## config.mk

```make
export PLATFORM = sky130hd
export DESIGN_NAME = tfts_div
export DESIGN_NICKNAME = d
export VERILOG_FILES = /design/src/hdl/tx_frame_time_scheduler_core_macros.svh /design/src/hdl/tfts_pkg.sv /design/src/hdl/tfts_div.sv
export SDC_FILE = /design/constraint.sdc
export NUM_CORES = 1
export LEC_CHECK = 0
export BUFFER_PORTS_ARGS = -buffer_cell sky130_fd_sc_hd__buf_2
export CAP_MARGIN = 25
export CORE_ASPECT_RATIO = 1.75
export CORE_MARGIN = 5
export CORE_UTILIZATION = 40
export CTS_CLUSTER_DIAMETER = 30
export DETAILED_ROUTE_END_ITERATION = 16
export HOLD_SLACK_MARGIN = 0.1
export PLACE_DENSITY = 0.68
export SLEW_MARGIN = 20
export SYNTH_ARGS = -nofsm -noshare
export SYNTH_HDL_FRONTEND = slang
export SYNTH_SLANG_ARGS = --single-unit
```

## constraint.sdc

```tcl
create_clock -name i_clk -period 5.5 [get_ports i_clk]
set_input_delay 1.1 -clock i_clk [delete_from_list [all_inputs] [get_ports i_clk]]
set_output_delay 1.1 -clock i_clk [all_outputs]
set_load 0.01 [all_outputs]
```

## src/hdl/tx_frame_time_scheduler_core_macros.svh

```systemverilog
// ----------------------------------------------------------------------------
// Assertion macros for the frame time scheduler
// Clocked, reset-qualified property wrappers.
// ----------------------------------------------------------------------------
`ifndef TX_FRAME_TIME_SCHEDULER_CORE_MACROS_SVH
`define TX_FRAME_TIME_SCHEDULER_CORE_MACROS_SVH

// property checked on every clock edge outside reset
`define TFTS_ASSERT(label, prop, msg) \
    label: assert property (@(posedge i_clk) disable iff (!i_rst_n) (prop)) else $error(msg);

// implication checked in the cycle after the antecedent
`define TFTS_ASSERT_NEXT(label, ante, cons, msg) \
    label: assert property (@(posedge i_clk) disable iff (!i_rst_n) (ante) |=> (cons)) \
        else $error(msg);

`endif

```

## src/hdl/tfts_pkg.sv

```systemverilog
// ----------------------------------------------------------------------------
// tfts_pkg
// Shared types and constants of the frame time scheduler.
// ----------------------------------------------------------------------------
package tfts_pkg;

    localparam int unsigned DIV_W  = 64;
    localparam int unsigned DVS_W  = 32;
    localparam int unsigned CFG_AW = 3;
    localparam int unsigned CFG_DW = 33;

    // register indexes
    localparam logic [CFG_AW-1:0] REG_PPS       = 3'd0;
    localparam logic [CFG_AW-1:0] REG_FRAME_INT = 3'd1;
    localparam logic [CFG_AW-1:0] REG_SAMPLE_P  = 3'd2;
    localparam logic [CFG_AW-1:0] REG_OFFSET    = 3'd3;
    localparam logic [CFG_AW-1:0] REG_START_S   = 3'd4;
    localparam logic [CFG_AW-1:0] REG_AUTOSTART = 3'd5;

    // request codes
    localparam logic [1:0] REQ_TIMING = 2'd0;
    localparam logic [1:0] REQ_ENABLE = 2'd1;
    localparam logic [1:0] REQ_TICK   = 2'd2;

    // reset values
    localparam logic [7:0]  PPS_RST       = 8'd100;
    localparam logic [31:0] FRAME_INT_RST = 32'd100000;
    localparam logic [31:0] SAMPLE_P_RST  = 32'd429;
    localparam logic        AUTOSTART_RST = 1'b0;

    typedef enum logic [4:0] {
        ST_IDLE, ST_TGO, ST_TWAIT, ST_TMUL, ST_TFIN,
        ST_NSET, ST_MLO, ST_MHI, ST_ADJ, ST_SADD, ST_RGO, ST_RWAIT, ST_RCMP,
        ST_INC, ST_SGO, ST_SWAIT, ST_FGO, ST_FWAIT, ST_SUM, ST_SECS, ST_DONE
    } t_state;

    typedef struct packed {
        logic             done;
        logic [DIV_W-1:0] quot;
        logic [DVS_W-1:0] rem;
    } t_div_res;

endpackage

```

## src/hdl/tfts_div.sv

```systemverilog
// ----------------------------------------------------------------------------
// tfts_div
// Restoring divider, one quotient bit per cycle, 64 by 32 bits.
// ----------------------------------------------------------------------------
module tfts_div (
    input  logic                        i_clk,
    input  logic                        i_rst_n,
    input  logic                        i_start,
    input  logic [tfts_pkg::DIV_W-1:0]  i_dividend,
    input  logic [tfts_pkg::DVS_W-1:0]  i_divisor,
    output logic                        o_busy,
    output tfts_pkg::t_div_res          o_res
);
    localparam int unsigned CNT_W = $clog2(tfts_pkg::DIV_W + 1);

    logic [tfts_pkg::DIV_W-1:0] r_q;
    logic [tfts_pkg::DVS_W-1:0] r_rem;
    logic [tfts_pkg::DVS_W-1:0] r_dvs;
    logic [CNT_W-1:0]           r_cnt;
    logic                       r_busy;
    logic                       r_done;
    logic [tfts_pkg::DVS_W:0]   w_sh;
    logic                       w_ge;

    assign w_sh = {r_rem, r_q[tfts_pkg::DIV_W-1]};
    assign w_ge = (w_sh >= {1'b0, r_dvs});

    always_ff @(posedge i_clk) begin
        if (!i_rst_n) begin
            r_busy <= 1'b0;
            r_done <= 1'b0;
            r_cnt  <= '0;
        end else begin
            r_done <= r_busy && (r_cnt == CNT_W'(1));
            if (i_start) begin
                r_busy <= 1'b1;
                r_cnt  <= CNT_W'(tfts_pkg::DIV_W);
            end else if (r_busy) begin
                r_cnt <= r_cnt - CNT_W'(1);
                if (r_cnt == CNT_W'(1)) begin
                    r_busy <= 1'b0;
                end
            end
        end
    end

    always_ff @(posedge i_clk) begin
        if (i_start) begin
            r_q   <= i_dividend;
            r_rem <= '0;
            r_dvs <= i_divisor;
        end else if (r_busy) begin
            r_q   <= {r_q[tfts_pkg::DIV_W-2:0], w_ge};
            r_rem <= w_ge ? tfts_pkg::DVS_W'(w_sh - {1'b0, r_dvs})
                          : w_sh[tfts_pkg::DVS_W-1:0];
        end
    end

    assign o_busy     = r_busy;
    assign o_res.done = r_done;
    assign o_res.quot = r_q;
    assign o_res.rem  = r_rem;
endmodule

```

======== Word level (Yosys, flattened, before mapping) ========
Index checks and enable logic that the tools add are counted.
word-level totals
  logic and storage cells ................. 23
  input port bits ......................... 99
  output and inout bits ................... 98
  bits in registers ....................... 137
cells by class
  muxes and demuxes ....................... 8
  magnitude comparators ................... 1
  equal/unequal tests ..................... 1
  add/subtract/negate cells ............... 2
  reduce and logical (&&, ||, !) cells .... 3
  bitwise logic cells ..................... 1
operator list
  operator                                                               count
  64-bit two-way mux                                                     2
  33-bit by 32-bit greater-or-equal comparator with 1-bit output         1
  32-bit two-way mux                                                     1
  32-bit subtractor                                                      1
  7-bit two-way mux                                                      2
  7-bit by 1-bit equality test with 1-bit output, second input constant  1
  7-bit by 1-bit subtractor with 7-bit output, second input constant     1
  1-bit two-way mux                                                      3
  2-bit nonzero test                                                     1
  2-bit OR reduction                                                     1
  1-bit logical AND                                                      1
  1-bit inverter                                                         1

======== Logic depth before layout (Yosys ltp) ========
Gate-level depths: netlist of run 1.
  depth in word-level cells ............... 4
  mapped depth ............................ 13
  depth with buffers taken out ............ 11

======== Worst setup path after synthesis of run 1 ========
No wires, ideal clock.
  path kind ............................... input to register
  start point ............................. in i_start
  end point ............................... reg r_q[0] in the netlist's numbering, enable pin
  library setup time ...................... 418 ps
  arrival ................................. 2811 ps
  stages .................................. 4
  required time ........................... 5082 ps
  setup slack ............................. 2271 ps
  path buffers ............................ 2
  cells stage by stage .................... clkbuf_1 > nor2_1 > clkbuf_1 > inv_1
between the ends
  cells in the longest elaborated chain, start to end .. 1
RTL lines
  element                       line            text
  start: declaration            tfts_div.sv:8   input logic i_start,
  2-bit nonzero test (no line)  -
  end signal: assignment        tfts_div.sv:49  r_q <= i_dividend;
  end signal: assignment        tfts_div.sv:53  r_q <= {r_q[tfts_pkg::DIV_W-2:0], w_ge};
  end: declaration              tfts_div.sv:16  logic [tfts_pkg::DIV_W-1:0] r_q;
No other way between the ends.
A chain may end at the register's enable or synchronous reset.

======== Worst setup path after layout of run 1 ========
  start point ............................. reg r_dvs[16] in the netlist's numbering
  end point ............................... reg r_rem[16] in the netlist's numbering
between the ends
  cells in the longest elaborated chain, start to end .. 2
  elaborated cells on any way between the ends .. 3
  classes of those cells .................. add/sub (1); order compare (1); mux (1)
RTL lines
  element                                                                                                     line                            text
  start: declaration                                                                                          tfts_div.sv:18                  logic [tfts_pkg::DVS_W-1:0] r_dvs;
  start signal: assignment                                                                                    tfts_div.sv:51                  r_dvs <= i_divisor;
  32-bit subtractor / 33-bit by 32-bit greater-or-equal comparator with 1-bit output (equally long branches)  tfts_div.sv:54, tfts_div.sv:26
  32-bit two-way mux (*)                                                                                      tfts_div.sv:54                  r_rem <= w_ge ? tfts_pkg::DVS_W'(w_sh - {1'b0, r_dvs})
  end signal: assignment                                                                                      tfts_div.sv:54
  end: declaration                                                                                            tfts_div.sv:17                  logic [tfts_pkg::DVS_W-1:0] r_rem;
Every way passes the cells marked *; elsewhere a longest branch is shown, timed or not.

==> results of run 1 <==
==> power groups by stage <==
stage          combinational (W)  clock (W)  sequential (W)
2_1_floorplan           0.000273          0         0.00129
6_report                0.000466    0.00126         0.00125
4_1_cts                 0.000471    0.00129         0.00125
5_1_grt                 0.000516    0.00133         0.00126
3_3_place_gp            0.000462          0         0.00127
3_5_place_dp            0.000470          0         0.00127
==> cell families (layout without fill, tap and decap cells) <==
logic type                 count (synthesis)  after routing  synth area share
and+or+nand+nor                          165            165            0.1050
DFF                                      137            137            0.5020
muxes                                     87             87            0.1289
adders and majority gates                 35             35           0.06038
buffers and inverters                     78            276           0.04444
AOI/OAI and AO/OA                        139            139            0.1225
xor gates and xnor gates                  31             31           0.03680
==> synthesized netlist by cell type, types with 14 or more instances <==
cell type  number
edfxtp_1       96
mux2_2         64
nand2_1        53
nor2_1         48
inv_1          43
dfxtp_1        41
a21oi_1        37
ha_1           34
o21ai_0        28
mux2i_1        23
xnor2_1        22
clkbuf_1       19
nand3_1        18
a21o_1         14
==> sequential cells by signal (all words and copies together) (netlist names) <==
signal,cells
r_dvs,32
o_busy,1
r_cnt,7
r_q,64
r_done,1
r_rem,32
==> per-layer routing <==
layer | vias up | wire length [um] | GRT usage
met2 | 181 | 10780 | 0.3500
met4 | 0 | 561 | 0.08006
li1 | 2840 | - | -
met3 | 37 | 1261 | 0.05029
met1 | 2740 | 6992 | 0.1843
met5 | - | 0 | 0
==> layout make-up <==
cell class / count / share of cell area
clock buffers: 20 / 0.04866
clock inverters: 12 / 0.02140
inverters: 43 / 0.01758
multi-input cells: 457 / 0.3657
flip-flops and latches: 137 / 0.4035
well taps: 234 / 0.03190
repair buffers: 201 / 0.1112
==> path summary, 6_finish.rpt <==
check                                               to
worst max-delay path            r_rem[16]$_SDFFE_PP0P_
worst min-delay path            r_rem[26]$_SDFFE_PP0P_
worst max register to register  r_rem[16]$_SDFFE_PP0P_
worst min register to register  r_rem[26]$_SDFFE_PP0P_
==> worst reg2reg max path, delay by kind of cell (launching register included) <==
family                     cells  cell delay, ns
AOI/OAI and AO/OA              6            1.53
muxes                          1            0.27
DFF                            1            0.33
and+or+nand+nor                1            0.15
buffers and inverters          2            0.45
adders and majority gates      1            0.41
==> stage by stage <==
stage	worst slack, ns	utilization	power (W)	instances	hold WS, ns
after floorplan	2.271	-	0.001565	672	0.4627
after global placement	2.125	0.4706	0.001735	1072	0.4752
after detailed placement	2.092	0.4706	0.001741	1072	0.4895
after CTS	2.223	0.5061	0.003011	1104	0.4980
after global routing	1.913	0.5061	0.003104	1104	0.5146
final	2.219	0.5061	0.002979	1104	0.4945
==> cell usage in the layout, fill, tap and decap left out, types with 3 or more instances in the layout <==
master and count:
buf_2 195, edfxtp_1 96, mux2_2 64, nand2_1 53, nor2_1 48, inv_1 42
dfxtp_1 41, a21oi_1 37, ha_1 34, o21ai_0 28, mux2i_1 23, xnor2_1 22
nand3_1 18, clkbuf_16 17, a21o_1 14, a211oi_1 13, nor3_1 9, xor2_1 9
o211ai_1 6, buf_4 6, nand2b_1 5, and3_1 5, nand4_1 5, nor4_1 5
bufinv_16 5, a31oi_1 4, o31ai_1 4, o21bai_1 3, and4_1 3, a311o_1 3
o21a_1 3, nor2b_1 3, a311oi_1 3
==> qor.yml, run 1 <==
yosys.area.top_type_share: 0.3908
drt_iter0_markers: 245
timing.final.crit_period_ns: 3.281
numClockSinks: 137
synthCells: 672
yosysTopAreaCell: "edfxtp_1"
yosys-top-cells-area: "edfxtp_1, dfxtp_1, mux2_2"
crit_path_start_kind: "flip-flop"
post-route-period-util: 0.5966
setup_viol: 0
ant_nets: 0
cp.depth: 11
fp-row-count: 65
cpPeakStageDelay_ns: 0.72
hold_class: "flip-flop to flip-flop"
yosysSeqAreaShare: 0.5020
hpwl_mm: 14.77
antenna_cells: 0
startpoint: "r_dvs[16]$_DFFE_PP_"
synth_cell_types: 60
gr-usage-all-layers: 0.1844
path_buf_inv: 2
synth_edf_count: 96
cts.hold.buffers_added: 0
wl_per_cell_um: 17.75
required_ns: 5.78
path_delay_family: "compound AO/OA/AOI/OAI gates"
die_x_um: 112.7
root_buffer: "clkbuf_16"
cts-buffers-inserted: 17
cap_violations: 0
clockBufferDepth: 2
pwr_density_cell_nw_per_um2: 324.6
yosys_warnings: 0
design_area_um2: 9179
cts_resized: 0
fmax_mhz: 304.8
clockPowerShare: 0.424
r2r_slack_ns: 2.22
place_area_um2: 8536
p_sw_frac: 0.2532
tightest_slew_ns: 0.8830
dieArea_um2: 21370
coreArea_um2: 18140
p_int_w: 0.002225
pwr-share-seq: 0.420
gr-total-overflow: 0
grt_start_max_net_pins: 63
hold_path.startpoint: "r_rem[26]$_SDFFE_PP0P_"
power.switching_w: 0.0007542
cts_max_level: 4
criticalPathCategory: "flip-flop to flip-flop"
syn_area_per_cell_um2: 10.98
syn-num-nets: 806
tns_ns: 0
synth_flop_cell: "edfxtp_1"
wl_mm: 19.59
drc: 0
path_max_fanout: 22
crit_path_end_kind: "flip-flop"
grt_first_pass_wirelength_mm: 30.90
antenna_found_initial: 0
synth_area_um2: 7377
rsz0062_at_grt: "false"
dr.pass1.iters: 4
final_nets: 991
clk_latency_ns: 0.43
p_leak_nw: 3.926
cp.arrival_ns: 3.56
comb_power_share: 0.156
maxSlewHeadroom: 0.4091
multi_input_area_um2: 3357
ys_async_sr_fraction: 0
cpMostUsedCell: "o21ai_0"
fin_worst_skew_ns: 0.008405
critPathSlowestCell: "o21ai_4"
cts_setup_buffers: 0
crit_chain: "inv_1 -> ha_1 -> o21ai_0 -> o21ai_0 -> a21o_1 -> and3_1 -> a21oi_1 -> o21ai_4 -> buf_4 -> mux2i_1 -> o21ai_0"
grt_pass1_vias: 6132
drive_above_1_share: 0.3483
ys_seq_elements: 137
fillCellCount: 1673
rr_worst_depth: 11
slew_viol_final: 0
die_h_um: 189.7
hold_violations: 0
vdd_drop_max_mv: 0.2478
area_delta_synth_final_pct: 24.42
portBuffers: 196
start_util: 0.4068
path_clk_slew_ns: 0.06
num_vias: 5798
status: "finished clean"
tritoncts: "yes"
hold_depth: 2
gp_congestion: 0.8577
io_pins: 197
r2r-start: "r_dvs[16]$_DFFE_PP_"
avgViaCountPerCell: 5.252
final-seq-area_um2: 3704
No activity file was read; power rests on OpenSTA's default activity.
==> inputs of run 2 (changes only) <==
Clock period 5.5 ns to 3.45 ns, I/O delays scaled along.
==> qor.yml, run 2 (synthesized netlist as in run 1, its figures left out) <==
tns_ns: 0  # unchanged
regMostFlops: "r_q"
tritoncts: "yes"
hold_violations: 0  # unchanged
avgViaCountPerCell: 5.320  # +1.3%
cap_violations: 0  # unchanged
fillCellCount: 1673  # unchanged
crit_path_end_kind: "flip-flop"
antenna_cells: 0  # unchanged
required_ns: 3.74  # -2.04 ns
layout_commonest_cell: "buf_2"
critPathSlowestCell: "o311ai_0"
largest_register_ffs: 64  # unchanged
hpwl_mm: 15.06  # +1.9%
criticalPathCategory: "flip-flop to flip-flop"
drc: 0  # unchanged
drive_above_1_share: 0.3517  # +0.003385
grt_start_max_net_pins: 64  # +1.6%
cts_setup_buffers: 0  # unchanged
dp.cells: 1076  # +0.37%
path_max_fanout: 4  # -82%
crit_chain: "inv_1 -> ha_1 -> fa_1 -> nand2b_1 -> a21oi_1 -> o21ai_0 -> o311ai_0 -> a21oi_1 -> xnor2_1 -> o31ai_1 -> a211oi_1"
final_nets: 995  # +0.40%
portBuffers: 196  # unchanged
dieArea_um2: 21370  # unchanged
antenna_found_initial: 1  # +1
area_delta_synth_final_pct: 24.36  # about the same
path_buf_inv: 1  # -1
io_pins: 197  # unchanged
timing.final.crit_period_ns: 3.059  # -0.2225 ns
final_cells: 1107  # +0.27%
wl_per_cell_um: 18.01  # +1.5%
setup_viol: 0  # unchanged
path_clk_slew_ns: 0.06  # about the same
grt_first_pass_wirelength_mm: 31.77  # +2.8%
status: "finished clean"
die_x_um: 112.7  # unchanged
crit_path_start_kind: "flip-flop"
cts-buffers-inserted: 17  # unchanged
dr.pass1.iters: 4  # unchanged
clk_latency_ns: 0.42  # about the same
cts.hold.buffers_added: 0  # unchanged
numClockSinks: 137  # unchanged
pwr_density_cell_nw_per_um2: 498.1  # +53%
cts_resized: 0  # unchanged
slew_viol_final: 0  # unchanged
hold_class: "primary input to flip-flop"
gr-total-overflow: 0  # unchanged
cp.arrival_ns: 3.35  # -0.21 ns
final_cell_mix: "buf_2, edfxtp_1, mux2_2"
hold_path.startpoint: "i_divisor[6]"
root_buffer: "clkbuf_16"
post-route-period-util: 0.8866  # +0.2900
vdd_drop_max_mv: 0.4042  # +63%
rsz0062_at_grt: "false"
num_vias: 5889  # +1.6%
coreArea_um2: 18140  # unchanged
r2r-start: "r_q[63]$_DFFE_PP_"
cpPeakStageDelay_ns: 0.54  # -0.18 ns
fmax_mhz: 326.9  # +7.3%
p_leak_nw: 3.927  # about the same
path_delay_family: "compound AO/OA/AOI/OAI gates"
start_util: 0.4068  # unchanged
clockBufferDepth: 2  # unchanged
fp-row-count: 65  # unchanged
maxSlewHeadroom: 0.5265  # +0.1173
grt_pass1_vias: 6340  # +3.4%
cpMostUsedCell: "a21oi_1"
ant_nets: 0  # unchanged
fin_hold_ws_ns: 0.4453  # -0.04920 ns
drt_iter0_markers: 209  # -15%
gr-usage-all-layers: 0.1886  # +0.004137
regToRegEndpoint: "r_rem[12]$_SDFFE_PP0P_"
gp_congestion: 0.9175  # +7.0%
r2r_slack_ns: 0.39  # -1.83 ns
wl_mm: 19.93  # +1.7%
reg_top3: "r_q: 64 flops, r_dvs: 32 flops, r_rem: 32 flops"
fin_worst_skew_ns: 0.006650  # -0.001755 ns
cts_max_level: 4  # unchanged
die_h_um: 189.7  # unchanged
rr_worst_depth: 11  # unchanged
hold_path_end: "r_dvs[6]$_DFFE_PP_"
hold_depth: 1  # -1
tightest_slew_ns: 0.7086  # -0.1744 ns
## run 2: cell types whose count changed in the layout (fill, tap and decap cells not counted)
| cell | delta |
|---|---|
| clkbuf_1 | -2 |
| clkinv_1 | +1 |
| inv_6 | -1 |
| clkinvlp_4 | +1 |
| buf_4 | +2 |
| bufinv_16 | -2 |
| clkinv_2 | +2 |
| clkbuf_8 | -1 |
| clkinv_4 | +1 |
| buf_12 | +2 |
## run 2: per-stage QoR
step | instance area, um^2 | setup WS (ns) | total power [W] | utilization
floorplan | 7377 | 0.6312 | 0.002494 | -
global placement | 8591 | 0.5353 | 0.002777 | 0.4737
detailed placement | 8591 | 0.5285 | 0.002786 | 0.4737
CTS | 9174 | 0.4106 | 0.004612 | 0.5058
global route | 9174 | 0.1595 | 0.004791 | 0.5058
finish | 9174 | 0.3912 | 0.004570 | 0.5058
## run 2: final cells by class
cell class	count	area, um^2	share of cell area
flip-flops and latches	137	3704	0.4037
multi-input cells	457	3357	0.3659
repair buffers	205	1076	0.1173
clock buffers	17	425.4	0.04637
well taps	234	292.8	0.03191
inverters	43	161.4	0.01759
clock inverters	14	157.7	0.01718
## run 2: how the worst max path moves through the flow
stage	startpoint	to	slack [ns]	depth (start not counted)
CTS	r_q[63]$_DFFE_PP_	r_rem[12]$_SDFFE_PP0P_	0.41	11
floorplan	i_start	r_q[0]$_DFFE_PP_	0.63	4
global placement	r_q[63]$_DFFE_PP_	r_rem[12]$_SDFFE_PP0P_	0.54	11
finish	r_q[63]$_DFFE_PP_	r_rem[12]$_SDFFE_PP0P_	0.39	11
detailed placement	r_q[63]$_DFFE_PP_	r_rem[12]$_SDFFE_PP0P_	0.53	11
global route	r_q[63]$_DFFE_PP_	r_rem[12]$_SDFFE_PP0P_	0.16	11
## run 2: layer usage
| layer | vias to the layer above | wire [um] | global-route usage |
|---|---|---|---|
| met3 | 41 | 1416 | 0.06111 |
| li1 | 2846 | - | - |
| met1 | 2796 | 7056 | 0.1870 |
| met2 | 204 | 10810 | 0.3523 |
| met5 | - | 7 | 0 |
| met4 | 2 | 646 | 0.08237 |
## run 2: power by group
part | total [W] | switching [W] | internal (W)
clock | 0.00182 | 0.000697 | 0.00112
combinational | 0.000755 | 0.000421 | 0.000334
sequential | 0.00200 | 0.0000766 | 0.00192
==> inputs of run 3 (changes only) <==
Settings changed: PLACE_DENSITY 0.68 to 0.71.
Clock period 3.45 ns to 2.6 ns, I/O delays scaled along.
==> qor.yml, run 3 (synthesized netlist as in run 1, its figures left out) <==
crit_path_start_kind: "flip-flop"
drt_iter0_markers: 286  # +37%
io_pins: 197  # unchanged
multi_input_area_um2: 3809  # +13%
comb_power_share: 0.209  # +0.044
vdd_drop_max_mv: 0.5146  # +27%
coreArea_um2: 18140  # unchanged
numClockSinks: 137  # unchanged
fp-row-count: 65  # unchanged
slew_viol_final: 0  # unchanged
grt_start_max_net_pins: 71  # +11%
layout_setup_ws_ns: -0.03391  # -0.4252 ns
criticalPathCategory: "flip-flop to flip-flop"
met3_length_mm: 1.534  # +8.3%
met1Wirelength_mm: 7.506  # +6.4%
top_layer_used: "met4"
crit_path_end_kind: "flip-flop"
avgViaCountPerCell: 5.292  # -0.53%
clockPowerShare: 0.354  # -0.044
setup_viol: 6  # +6
fin_hold_ws_ns: 0.2706  # -0.1747 ns
fmax_mhz: 379.7  # +16%
drc: 0  # unchanged
start_util: 0.4068  # unchanged
cp.arrival_ns: 2.94  # -0.41 ns
fillCellCount: 1545  # -7.7%
root_buffer: "clkbuf_16"
gr-total-overflow: 0  # unchanged
num_vias: 6371  # +8.2%
pwr_density_cell_nw_per_um2: 586.3  # +18%
p_leak_nw: 4.420  # +13%
p_sw_frac: 0.2783  # +0.01677
final_cell_mix: "buf_2, edfxtp_1, buf_4"
violations: "setup timing"
wl_per_cell_um: 18.08  # +0.39%
dieArea_um2: 21370  # unchanged
hold_violations: 0  # unchanged
tritoncts: "yes"
layout_commonest_cell: "buf_2"
r2r-start: "r_dvs[23]$_DFFE_PP_"
design_area_um2: 10340  # +13%
fin_worst_skew_ns: 0.01253  # +0.005881 ns
largest_register_ffs: 64  # unchanged
rsz0062_at_grt: "true"
grt_first_pass_wirelength_mm: 33.91  # +6.7%
cap_violations: 0  # unchanged
route.met2.wl_mm: 11.92  # +10%
regMostFlops: "r_q"
portBuffers: 196  # unchanged
clk_latency_ns: 0.42  # about the same
reg_top3: "r_q: 64 flops, r_dvs: 32 flops, r_rem: 32 flops"
pre_cts_ws_ns: -0.1682  # -0.6967 ns
power.switching_w: 0.001687  # +41%
grt_pass1_vias: 6704  # +5.7%
dr.pass1.iters: 5  # +1
required_ns: 2.91  # -0.83 ns
ant_nets: 0  # unchanged
post-route-period-util: 1.013  # +0.1264
hold_path.startpoint: "i_divisor[13]"
die_x_um: 112.7  # unchanged
drive_above_1_share: 0.4773  # +0.1257
path_clk_slew_ns: 0.06  # about the same
area_delta_synth_final_pct: 40.20
hold_class: "primary input to flip-flop"
antenna_found_initial: 0  # -1
place_area_um2: 9305  # +8.3%
hpwl_mm: 16.17  # +7.4%
die_h_um: 189.7  # unchanged
final_nets: 1091  # +9.6%
path_max_fanout: 9  # +5
p_int_w: 0.004376  # +30%
cts-buffers-inserted: 17  # unchanged
final-seq-area_um2: 3706  # about the same
maxSlewHeadroom: 0.5777  # +0.05121
status: "complete, but fails checks"
gp_congestion: 0.8963  # -2.3%
tightest_slew_ns: 0.6312  # -0.07743 ns
pwr-share-seq: 0.437  # about the same
timing.final.crit_period_ns: 2.634  # -0.4248 ns
power_w: 0.006064  # +33%
clockBufferDepth: 2  # unchanged
wl_mm: 21.76  # +9.2%
startpoint: "r_dvs[23]$_DFFE_PP_"
antenna_cells: 0  # unchanged
gr-usage-all-layers: 0.2009  # +0.01230
cts_max_level: 4  # unchanged
run 3: cell count changes in the layout (fill, tap and decap cells not counted), sizes merged:
cell      previous run  this run
clkinv               8         6
buf                205       300
bufinv               3         0
clkbuf              17        20
o21ai               31        32
clkinvlp             3         6
run 3: final cells by class:
| class | instances | area share |
|---|---|---|
| Multi-Input combinational cell | 458 | 0.3683 |
| Sequential cell | 137 | 0.3583 |
| Timing Repair Buffer | 300 | 0.1793 |
| Clock buffer | 20 | 0.04222 |
| Tap cell | 234 | 0.02831 |
| Inverter | 43 | 0.01597 |
| Clock inverter | 12 | 0.007622 |
run 3: worst max-delay path, cell delays in order, from the launching register on:
cell	delay [ns]
edfxtp_1	0.37
inv_2	0.08
ha_4	0.19
and2_4	0.15
and3_4	0.17
and4_4	0.14
a311o_1	0.30
a211oi_4	0.38
o21ai_4	0.21
buf_12	0.20
mux2i_1	0.12
a22o_1	0.19
run 3: path summary, 6_finish.rpt:
path                                 to  slack [ns]  cells after the start
setup reg to reg  r_rem[1]$_SDFFE_PP0P_       -0.03                     11
hold reg to reg   r_cnt[0]$_SDFFE_PP0P_        0.49                      2
hold / removal      r_dvs[13]$_DFFE_PP_        0.27                      1
setup / recovery  r_rem[1]$_SDFFE_PP0P_       -0.03                     11
run 3: power groups by stage:
| stage | sequential, W | clock (W) | combinational, W |
|---|---|---|---|
| 3_5_place_dp | 0.00268 | 0 | 0.00115 |
| 2_1_floorplan | 0.00273 | 0 | 0.000582 |
| 3_3_place_gp | 0.00268 | 0 | 0.00114 |
| 4_1_cts | 0.00264 | 0.00219 | 0.00120 |
| 6_report | 0.00265 | 0.00215 | 0.00127 |
| 5_1_grt | 0.00267 | 0.00229 | 0.00138 |
run 3: metrics by stage:
step	setup TNS, ns	cells	util
after CTS	-0.1776	1201	0.5525
final	-0.1019	1204	0.5703
after detailed placement	-2.587	1162	0.5131
after floorplan	-0.04624	672	-
after global routing	-2.257	1204	0.5703
after global placement	-0.8360	1162	0.5131
run 3: what timing repair did:
item                                    CTS  global route
endpoints found under the setup margin   32            33
gates resized for setup                  32            63
buffers inserted                          6             4
pin swaps                                19            29
gates cloned                              2             0
hold buffers                              0             0
run 3: routing by layer:
metal | up-vias | GRT usage
li1 | 3034 | -
met4 | 0 | 0.09255
met1 | 3032 | 0.2010
met3 | 55 | 0.05697
met5 | - | 0
met2 | 250 | 0.3767
